==> src/rtl/core/swm_pkg.sv <==
package swm_pkg;

	localparam int WINDOW_MAX = 64;
	localparam int SAMPLE_W   = 32;
	localparam int OUT_W      = SAMPLE_W + 1;
	localparam int WS_W       = 7;
	localparam int IDX_W      = $clog2(WINDOW_MAX);
	localparam int CNT_W      = $clog2(WINDOW_MAX + 1);
	localparam logic [WS_W-1:0] WS_RESET = WS_W'(3);

	typedef struct packed {
		logic [SAMPLE_W-1:0] val;
		logic [IDX_W-1:0]    age;
		logic                vld;
	} swm_ent_t;

	// handed from each cell to its right-hand neighbour
	typedef struct packed {
		swm_ent_t r;
		logic     le;
		logic     d;
	} swm_link_t;

	// broadcast to every cell
	typedef struct packed {
		logic                en;
		logic                kill;
		logic                clr;
		logic                full;
		logic [IDX_W-1:0]    oldest_age;
		logic [SAMPLE_W-1:0] v;
	} swm_ctl_t;

endpackage

==> src/rtl/core/swm_cell.sv <==
module swm_cell import swm_pkg::*; (
	input  logic      clk,
	input  logic      arst_n,
	input  swm_ctl_t  ctl,
	input  swm_link_t lnk_in,
	input  swm_ent_t  nxt,
	output swm_link_t lnk_out,
	output swm_ent_t  ent
);

	logic [SAMPLE_W-1:0] val_q;
	logic [IDX_W-1:0]    age_q;
	logic                vld_q;
	swm_ent_t            cur;
	swm_ent_t            nxt_eff;
	swm_ent_t            r;
	swm_ent_t            n;
	logic                rm;
	logic                d;
	logic                le;

	always_comb begin
		cur.val = val_q;
		cur.age = age_q;
		cur.vld = vld_q & ~ctl.kill;
		nxt_eff = nxt;
		nxt_eff.vld = nxt.vld & ~ctl.kill;
		rm = ctl.full & cur.vld & (cur.age == ctl.oldest_age);
		d  = lnk_in.d | rm;
		r  = d ? nxt_eff : cur;
		le = r.vld & ($signed(r.val) <= $signed(ctl.v));
		if (le) begin
			n = r;
			n.age = r.age + IDX_W'(1);
		end else if (lnk_in.le) begin
			n.val = ctl.v;
			n.age = '0;
			n.vld = 1'b1;
		end else begin
			n = lnk_in.r;
			n.age = lnk_in.r.age + IDX_W'(1);
		end
	end

	assign lnk_out.r  = r;
	assign lnk_out.le = le;
	assign lnk_out.d  = d;
	assign ent.val = val_q;
	assign ent.age = age_q;
	assign ent.vld = vld_q;

	always_ff @(posedge clk or negedge arst_n) begin
		if (!arst_n) begin
			vld_q <= 1'b0;
		end else if (ctl.clr) begin
			vld_q <= 1'b0;
		end else if (ctl.en) begin
			vld_q <= n.vld;
		end
	end

	always_ff @(posedge clk) begin
		if (ctl.en) begin
			val_q <= n.val;
			age_q <= n.age;
		end
	end

endmodule

==> config.mk <==
export PLATFORM = sky130hd
export DESIGN_NAME = swm_cell
export DESIGN_NICKNAME = d
export VERILOG_FILES = /design/src/rtl/core/swm_pkg.sv /design/src/rtl/core/swm_cell.sv
export SDC_FILE = /design/constraint.sdc
export NUM_CORES = 1
export LEC_CHECK = 0
export BUFFER_PORTS_ARGS = -buffer_cell sky130_fd_sc_hd__buf_4
export CORE_ASPECT_RATIO = 0.9
export CORE_MARGIN = 10
export CORE_UTILIZATION = 45
export DETAILED_ROUTE_END_ITERATION = 8
export GPL_ROUTABILITY_DRIVEN = 0
export PLACE_DENSITY = 0.84
export REMOVE_ABC_BUFFERS = 1
export SLEW_MARGIN = 20
export SYNTH_ARGS = -nofsm -noshare
export SYNTH_HDL_FRONTEND = slang
export SYNTH_SLANG_ARGS = --single-unit
==> constraint.sdc <==
create_clock -name clk -period 6.35 [get_ports clk]
set_clock_uncertainty 0.15 [all_clocks]
set_input_delay 0 -clock clk [delete_from_list [all_inputs] [get_ports clk]]
set_output_delay 0 -clock clk [all_outputs]
set_load 0.01 [all_outputs]
# --- Word-level counts from Yosys, hierarchy flattened ---
# Cells that the tools add are included.
# W data, S select, Z words.
classes:
  add_sub_neg: 2
  mul: 0
  n_div: 0
  magnitude_cmp: 1
  eq_ne: 1
  shift: 0
  n_mux: 5
  n_bitwise: 7
  n_reduce_logical: 1
ops:
  columns: ["cell", "count"]
  rows:
  - ["$mux W39", 3]
  - ["$le A32 B32 Y1", 1]
  - ["$add A6 B1 Y6 const B", 2]
  - ["$eq A6 B6 Y1", 1]
  - ["$and A1 B1 Y1", 5]
  - ["$mux W1", 2]
  - ["$reduce_bool A2 Y1", 1]
  - ["$not A1 Y1", 1]
  - ["$or A1 B1 Y1", 1]
totals:
  regBits: 39
  latchBits: 0
  mem_bits_rw: 0
  romBits: 0
  inputBits: 124
  output_inout_bits: 80
  word_cells: 20
  memories: 0

# --- Logic depth before layout (Yosys ltp) ---
# Gate-level depths: netlist (run 1).
logic_depth:
  depth_word: 11
  ltp_mapped: 15
  ltp_nobuf: 12

# --- Worst setup path before layout (run 1) ---
# Ideal clock, no wire load.
synth_timing:
  path_type: "reg2reg"
  from: "register age_q[5]"
  to: "register val_q[25] (data pin)"
  setup_ns: 0.260
  t_arrival_ns: 3.757
  required_time_ns: 5.940
  slack_ns: 2.183
  path_stages_with_launch: 14
  path_buffers: 2
  synth_period_minus_slack_ns: 4.167
  cell_sequence: "edfxtp_1 -> xor2_1 -> nor4_2 -> a41oi_4 -> buf_2 -> mux2_2 -> ha_1 -> nand4_1 -> nor3_1 -> a221oi_1 -> a21oi_1 -> o31ai_4 -> buf_8 -> mux2_4"
synth_rtl:
  columns: ["element", "line_no", "source"]
  rows:
  - ["start: declaration", "swm_cell.sv:12", "logic [IDX_W-1:0] age_q;"]
  - ["start signal: assignment", "swm_cell.sv:65", "age_q <= n.age;"]
  - ["end signal: assignment", "swm_cell.sv:64", "val_q <= n.val;"]
  - ["end: declaration", "swm_cell.sv:11", "logic [SAMPLE_W-1:0] val_q;"]

==> results of run 1 <==
[area by class of cell]
cell class	count	area share, %
Timing Repair Buffer	259	34.3
Tap cell	119	2.46
Inverter	36	2.24
Clock buffer	7	1.26
Sequential cell	39	19.3
Clock inverter	1	0.0828
Multi-Input combinational cell	238	40.3
[worst paths after layout]
kind	cells after the start	to	slack, ps	startpoint
min in group asynchronous	3	vld_q	430	arst_n
min reg2reg	2	val_q[1]	610	val_q[1]
max reg2reg	14	val_q[0]	940	age_q[5]
min	3	val_q[31]	6	lnk_in[40]
max in group asynchronous	3	vld_q	5520	arst_n
max	14	val_q[0]	940	age_q[5]
[per-stage QoR]
step	instances	util [%]	instance area [um2]	hold WS, ps
global route	699	71.2	6040	2.85
floorplan	313	-	3740	-446
finish	699	71.2	6040	6.31
global placement	639	64.1	5440	-364
detailed placement	639	64.1	5440	-363
CTS	699	71.2	6040	0.395
[flip-flops by register name, summed over array words and instances (netlist names)]
register / flops
vld_q: 1
age_q: 6
val_q: 32
[logic make-up (layout without fill, tap and decap cells)]
| family | after synthesis | in the layout |
|---|---|---|
| AND/OR/NAND/NOR | 46 | 46 |
| flip-flops | 39 | 39 |
| buffers and inverters | 51 | 303 |
| AO/OA/AOI/OAI | 31 | 31 |
| multiplexers | 110 | 110 |
| adder cells (fa/ha/maj) | 34 | 34 |
| XOR/XNOR | 17 | 17 |
[power groups by stage]
stage / registers (mW) / logic (mW) / clock network, mW
CTS: 0.328 / 0.421 / 0.172
detailed placement: 0.333 / 0.390 / 0
floorplan: 0.340 / 0.198 / 0
finish: 0.328 / 0.419 / 0.164
global route: 0.331 / 0.456 / 0.182
global placement: 0.332 / 0.382 / 0
[critical path: stages (launching register included)]
cell,delay [ps]
edfxtp_1,450
xor2_1,220
nor4_2,90
a41oi_4,870
buf_4,360
mux2_2,380
ha_1,320
nand4_1,170
nor4_1,450
a211o_1,230
a211oi_1,110
o31ai_4,200
buf_4,460
mux2i_1,130
dlygate4sd3_1,570
[cells in the final DEF (no fill, tap or decap), drive strengths merged, types with 2 or more instances in the layout]
cell type / instances
buf: 207
mux2: 104
dlygate4sd3: 52
edfxtp: 38
inv: 36
ha: 34
a21oi: 16
nand3: 10
xnor2: 9
nor2: 9
xor2: 8
nand2: 8
clkbuf: 7
mux2i: 6
nand4: 6
and3: 4
o21ai: 4
nor4: 3
a221oi: 2
[routing by layer]
layer / GRT usage, % / vias to the layer above / wire length, um
li1: - / 1703 / -
met1: 21.9 / 1588 / 5290
met2: 36.1 / 158 / 6470
met3: 6.51 / 15 / 1020
met4: 6.00 / 0 / 229
met5: 0 / - / 0
==> metrics.cfg, run 1 <==
[die]
core_um2=8490
io_pins=204
fp.dieH_um=108
die_w_um=118
start_util_pct=45.6
dieArea_um2=12700
rows=32

[sta]
fin_crit_sh_pct=85.3
maxSlewViolCount=0
max-slew-margin-rel_pct=29.5
grt_setup_unrepaired=no
final-hold-violation-count=0
finalSetupViolCount=0
fmax_mhz=185
final.setup.worst_slack_ps=935
tightest_slew_ps=1050
tns_ps=0
period_needed_ps=5410

[power]
p_int_uw=634
vdd_drop_max_mv=0.0985
p_clk_share_pct=18.0
seq_power_share_pct=36.0
comb_power_share_pct=46.0
switching_power_uw=277
powerDensity_nw_per_um2=151
switching_share_pct=30.4
p_leak_nw=2.96
total_power_uw=910

[synth]
postSynth.asyncResetShare_pct=2.56
yosys.cell_types.count=44
ys_seq_area_share_pct=30.1
synth.ff_latch_count=39
synth.top_cell.area_share_pct=29.5
synth_compound_gate_area_share_pct=5.69
synth_edf_count=38
synth_xor_xnor_area_share_pct=3.85
synthSimpleGateAreaFrac_pct=7.15
synth_area_leader_cell=edfxtp_1
synth_fa_ha_area_share_pct=11.0
postSynthAreaPerCell_um2=11.8
synth.area.mux_share_pct=35.3
ys_warn_count=0
synthTopCellsByArea=edfxtp_1 29%, mux2_2 20%, mux2_4 14%
synth_top_family_by_area=multiplexers
synth.most_common_cell=mux2_2
syn_area_um2=3870
synth_ff_type=edfxtp_1
synth_common_cells=68 x mux2_2, 38 x edfxtp_1, 36 x mux2_4
synth_cells=328

[place]
pre_cts_ws_ps=1260
port_buffers=203
dp.final_hpwl_mm=10.2

[grt]
grt_pass1_vias=3958
grt_max_degree=41
grt_overflow_total=0
grt_pass1_wl_mm=20.5
antenna_found_initial=0
grt_usage_pct=19.9

[cts]
cts_tree=done
numCtsBuffers=5
clk_latency_ps=290
post-cts-setup-buffer-count=0
htreeDepth=2
postCtsResizedCells=0
clkTransAtPathRegs_ps=80
cts_hold_buf=52
clockBufferDepth=2
cts.sinks=39
cts-root-buf=clkbuf_8

[critical_path]
crit_fanout=26
worstPathRequired_ps=6240
critical_path_class=register to register
arrival_ps=5310
cp-start-kind=register
setup.worst_path.end_class=register

[layout]
antennaDiodeCount=0
nFillCells=626
final-seq-area_um2=1170
layout.nets=737
multi_input_area_um2=2440
final_layout_size_suffix_gt1_share_pct=56.2
area_growth_pct=56.2

[route]
drtAntennaViolNets=0
wl_per_cell_um=18.6
first_pass_iters=4
dr_total_vias=3464
wirelength_mm=13.0
drtIter0Drc=146
drt-vias-per-instance=4.96
drc=0

[flow_run]
max_cap_violations=0

[run_status]
status=finished, final reports clean

[min_path]
hold_class=input port to register

No activity file was read; power rests on OpenSTA's default activity.
==> inputs of run 2 (changes only) <==
--- a/config.mk
+++ b/config.mk
@@ -5,10 +5,12 @@
 export SDC_FILE = /design/constraint.sdc
 export NUM_CORES = 1
 export LEC_CHECK = 0
+export ABC_AREA = 0
 export BUFFER_PORTS_ARGS = -buffer_cell sky130_fd_sc_hd__buf_4
 export CORE_ASPECT_RATIO = 0.9
 export CORE_MARGIN = 10
 export CORE_UTILIZATION = 45
+export CTS_CLUSTER_SIZE = 20
 export DETAILED_ROUTE_END_ITERATION = 8
 export GPL_ROUTABILITY_DRIVEN = 0
 export PLACE_DENSITY = 0.84
==> constraint.sdc (replaced) <==
create_clock -name clk -period 5.3 [get_ports clk]
set_clock_uncertainty 0.15 [all_clocks]
set_input_delay 0 -clock clk [delete_from_list [all_inputs] [get_ports clk]]
set_output_delay 0 -clock clk [all_outputs]
set_load 0.01 [all_outputs]
==> run 2 against run 1 <==
Compared with the run above: register-to-register slack lost 500 ps; global-route usage is 0.76 points higher; via count grew 3.6%; cell count is 1.1% higher; design area rose by 1.4%; critical path type unchanged; power rose by 22%; critical path depth up 1; first-iteration DRC count up 9.6%; setup slack worse by 500 ps; clock power increased by 24%.
==> metrics.cfg, run 2 (synthesis results as in run 1) <==
[layout]
layout.nets=745
final_layout_size_suffix_gt1_share_pct=55.6
final_cell_area_um2=6130
area_growth_pct=58.3
finalCoreUtilization_pct=72.2
largest_reg_flops=32
mostFrequentLayoutCells=208 x buf_4, 68 x mux2_2, 59 x dlygate4sd3_1
reg.largest.list=val_q x32, age_q x6, vld_q x1
nFillCells=609
largest_register=val_q
mostFrequentLayoutCell=buf_4
antennaDiodeCount=0

[run_status]
status=finished, final reports clean

[sta]
finalSetupViolCount=0
maxSlewViolCount=0
fmax_mhz=205
grt_setup_unrepaired=no
period_needed_ps=4870
max-slew-margin-rel_pct=61.5
hold_slack_ps=10.4
final-hold-violation-count=0
fin_crit_sh_pct=91.8
tightest_slew_ps=578

[critical_path]
arrival_ps=4760
cp-start-kind=register
rr_worst_depth=15
critPathMaxStageDelay_ps=560
crit_fanout=21
critical_path_class=register to register
critPathCapture=val_q[0]
startpoint=age_q[2]
regToRegEndpoint=val_q[0]
critical-path-slowest-cell=dlygate4sd3_1
path_buf_inv=3
worst_path_most_repeated_cell=buf_4
path_depth=15
setup.worst_path.end_class=register
crit_chain=xor2_1 -> nor4_2 -> a41oi_4 -> buf_4 -> mux2_2 -> ha_1 -> a21oi_1 -> o21ai_1 -> a221oi_1 -> nor3b_2 -> a211oi_1 -> o31ai_4 -> buf_4 -> mux2i_1 -> dlygate4sd3_1
reg2reg_slack_ps=430
crit_family=compound AO/OA/AOI/OAI gates
worstPathRequired_ps=5190
rr_startpoint=age_q[2]

[place]
dp.final_hpwl_mm=10.2
dpl-instance-area_um2=5450
port_buffers=203

[min_path]
hold_class=input port to register

[grt]
grt_max_degree=41
grt_usage_pct=20.6
grt_overflow_total=0
antenna_found_initial=0
grt_pass1_wl_mm=21.4
grt_pass1_vias=4024

[die]
start_util_pct=45.6
rows=32
dieArea_um2=12700
io_pins=204
die_w_um=118
fp.dieH_um=108
core_um2=8490

[route]
drt-vias-per-instance=5.07
dr_total_vias=3587
wirelength_mm=13.7
drtIter0Drc=160
drc=0
drtAntennaViolNets=0
first_pass_iters=4
wl_per_cell_um=19.4

[cts]
numCtsBuffers=5
cts.sinks=39
htreeDepth=2
clk_latency_ps=290
clockBufferDepth=2
cts-root-buf=clkbuf_8
clkTransAtPathRegs_ps=80
cts_tree=done

[flow_run]
max_cap_violations=0

[power]
powerDensity_nw_per_um2=181
p_leak_nw=2.99
vdd_drop_max_mv=0.108
total_power_mw=1.11

[run 2: cell count changes in the layout (fill, tap and decap cells not counted), sizes merged]
| cell | change |
|---|---|
| clkinv | -1 |
| buf | +1 |
| dlygate4sd3 | +7 |
| clkbuf | +1 |
[run 2: through the flow]
step | setup WS, ps | TNS (ps) | cells
finish | 433 | 0 | 707
global route | 105 | 0 | 707
CTS | 294 | 0 | 707
detailed placement | 542 | 0 | 640
global placement | 643 | 0 | 640
floorplan | -300 | -11250 | 313
[run 2: layer usage]
layer	up-vias	routed length (um)	GRT usage, %	share of wire, %
li1	1718	-	-	-
met1	1698	5390	22.9	39
met2	156	6990	37.8	51
met3	15	1110	6.77	8.1
met4	0	196	5.03	1.4
met5	-	0	0	0
[run 2: where the power goes]
| group | switching (mW) | internal, mW |
|---|---|---|
| combinational | 0.214 | 0.298 |
| clock | 0.110 | 0.0938 |
| sequential | 0.0187 | 0.374 |
| total | 0.343 | 0.766 |
[run 2: timing repair]
action	in CTS	in global routing
endpoints found under the hold margin	33	0
setup endpoints to repair	0	1
hold buffers	59	0
gates resized for setup	0	1
buffers inserted	0	0
[run 2: area by class of cell]
cell class / count / area, um2 / share of cell area (%)
Timing Repair Buffer: 267 / 2150 / 35.1
Inverter: 36 / 135 / 2.21
Clock buffer: 8 / 80.1 / 1.31
Tap cell: 119 / 149 / 2.43
Sequential cell: 39 / 1170 / 19.0
Multi-Input combinational cell: 238 / 2440 / 39.9
[run 2: how the worst min path moves through the flow]
stage	slack (ps)	from	cells past startpoint	end
3_3_place_gp	-370	arst_n	1	vld_q
5_1_grt	3	ctl[6]	3	val_q[6]
6_report	10	ctl[6]	3	val_q[6]
2_1_floorplan	-450	arst_n	0	vld_q
3_5_place_dp	-370	arst_n	1	vld_q
4_1_cts	0.9	ctl[8]	3	val_q[8]
[run 2: worst reg2reg max path: cells and delay by family (launching register included)]
kind	cells	cell delay, ps
compound gates	6	1540
xor+xnor	1	210
fa+ha+maj	1	300
buf+inv	3	1190
flops	1	480
mux	2	560
simple gates	2	180
==> inputs of run 3 (changes only) <==
--- a/config.mk
+++ b/config.mk
@@ -9,11 +9,11 @@
 export BUFFER_PORTS_ARGS = -buffer_cell sky130_fd_sc_hd__buf_4
 export CORE_ASPECT_RATIO = 0.9
 export CORE_MARGIN = 10
-export CORE_UTILIZATION = 45
+export CORE_UTILIZATION = 39
 export CTS_CLUSTER_SIZE = 20
 export DETAILED_ROUTE_END_ITERATION = 8
 export GPL_ROUTABILITY_DRIVEN = 0
-export PLACE_DENSITY = 0.84
+export PLACE_DENSITY = 0.75
 export REMOVE_ABC_BUFFERS = 1
 export SLEW_MARGIN = 20
 export SYNTH_ARGS = -nofsm -noshare
==> run 3 against run 2 <==
Compared with the run above: clock power fell by 2%; routed wire length fell by 0.21%; sequential power barely moved; highest routed layer unchanged; die area rose by 13%; combinational power barely moved; global-route usage fell by 3.2 points; register-to-register slack got worse by 60 ps; power fell by 0.11%; sequential share of layout area fell by 0.054 points; clock-buffer cell count did not move; largest power group unchanged; setup slack got worse by 60 ps; critical path depth rose by 1.
==> metrics.cfg, run 3 (synthesis results as in run 1) <==
[run_status]
status=finished, final reports clean

[power]
vdd_drop_max_mv=0.105
p_leak_nw=3.02
total_power_mw=1.11
powerDensity_nw_per_um2=180

[die]
start_util_pct=39.9
fp.dieH_um=115
die_w_um=125
io_pins=204
dieArea_um2=14300
core_um2=9700
rows=34

[grt]
grt_usage_pct=17.5
grt_overflow_total=0
grt_pass1_vias=4010
antenna_found_initial=0
grt_pass1_wl_mm=20.7
grt_max_degree=41

[sta]
grt_setup_unrepaired=no
finalSetupViolCount=0
final.setup.worst_slack_ps=373
max-slew-margin-rel_pct=61.8
fin_crit_sh_pct=93.0
hold_slack_ps=7.22
fmax_mhz=203
period_needed_ps=4930
final-hold-violation-count=0
tightest_slew_ps=572
tns_ps=0
maxSlewViolCount=0

[min_path]
hold_class=input port to register
hold_path_depth=3
worstHoldStart=lnk_in[12]
hold_end=val_q[3]

[layout]
largest_register=val_q
reg.largest.list=val_q x32, age_q x6, vld_q x1
area_growth_pct=58.7
antennaDiodeCount=0
nFillCells=796
layout.nets=748
mostFrequentLayoutCell=buf_4
mostFrequentLayoutCells=218 x buf_4, 68 x mux2_2, 51 x dlygate4sd3_1
finalCoreUtilization_pct=63.3
final_layout_size_suffix_gt1_share_pct=57.0
largest_reg_flops=32

[cts]
htreeDepth=2
clk_latency_ps=290
postCtsResizedCells=0
clockBufferDepth=2
cts-root-buf=clkbuf_8
cts.sinks=39
clkTransAtPathRegs_ps=80
numCtsBuffers=5
cts_tree=done

[critical_path]
crit_fanout=13
critical_path_class=register to register
critPathMaxStageDelay_ps=570
arrival_ps=4820
worst_path_most_repeated_cell=buf_4
regToRegEndpoint=val_q[0]
crit_chain=xor2_1 -> nor4_2 -> a41oi_4 -> buf_4 -> buf_4 -> mux2_2 -> ha_1 -> nand4_2 -> nor4_4 -> nor3b_2 -> a211oi_1 -> o31ai_4 -> buf_4 -> buf_4 -> mux2i_1 -> dlygate4sd3_1
cp-start-kind=register
setup.worst_path.end_class=register
worstPathRequired_ps=5190
critical-path-slowest-cell=dlygate4sd3_1
reg2reg_slack_ps=370
path_depth=16
rr_worst_depth=16
rr_startpoint=age_q[5]
path_buf_inv=5
crit_family=buffers and inverters

[route]
dr_total_vias=3598
wl_per_cell_um=19.0
drc=0
drtIter0Drc=78
wirelength_mm=13.7
drt-vias-per-instance=5.02
drtAntennaViolNets=0
first_pass_iters=4

[place]
dp.final_hpwl_mm=10.5
pre_cts_ws_ps=-76.2
port_buffers=203

[flow_run]
max_cap_violations=0

## run 3: final cells by class
| type | instances | area, um2 | share of cell area (%) |
|---|---|---|---|
| Multi-Input combinational cell | 238 | 2440 | 39.7 |
| Clock buffer | 8 | 80.1 | 1.30 |
| Tap cell | 126 | 158 | 2.57 |
| Sequential cell | 39 | 1170 | 19.0 |
| Inverter | 36 | 135 | 2.20 |
| Timing Repair Buffer | 270 | 2170 | 35.3 |
## run 3: worst max-delay path by stage
| stage | start | endpoint | slack (ps) |
|---|---|---|---|
| after floorplan | age_q[5] | age_q[1] | -300 |
| after global placement | age_q[2] | age_q[2] | 120 |
| after detailed placement | age_q[0] | val_q[29] | -80 |
| after CTS | age_q[0] | val_q[0] | 80 |
| after global routing | age_q[5] | val_q[0] | 130 |
| final | age_q[5] | val_q[0] | 370 |
## run 3: per-layer routing
metal  vias to the layer above  GRT usage, %  wire length (um)
li1                       1727             -                 -
met1                      1693          18.3              5340
met2                       150          32.0              6940
met3                        28          6.39              1060
met4                         0          5.37               314
met5                         -             0                 0
## run 3: tightest hold or removal path, delay by kind of cell
family	cells	cell delay (ps)
buffers and inverters	1	80
muxes	2	260
## run 3: what timing repair did
item                       in CTS  in global routing
hold buffers                   51                  0
pin swaps                       1                  1
hold endpoints to repair       32                  0
setup endpoints to repair      25                  2
gates cloned                    0                  0
setup buffers                   2                  9
## run 3: per-stage QoR
stage	cell area (um2)	cells
detailed placement	5470	647
global placement	5470	647
finish	6140	717
CTS	6080	708
floorplan	3740	313
global route	6140	717
## run 3: report_power, final
part	leakage [nW]	switching, mW	internal, mW
combinational	2.59	0.215	0.299
sequential	0.387	0.0194	0.374
clock	0.0395	0.107	0.0938
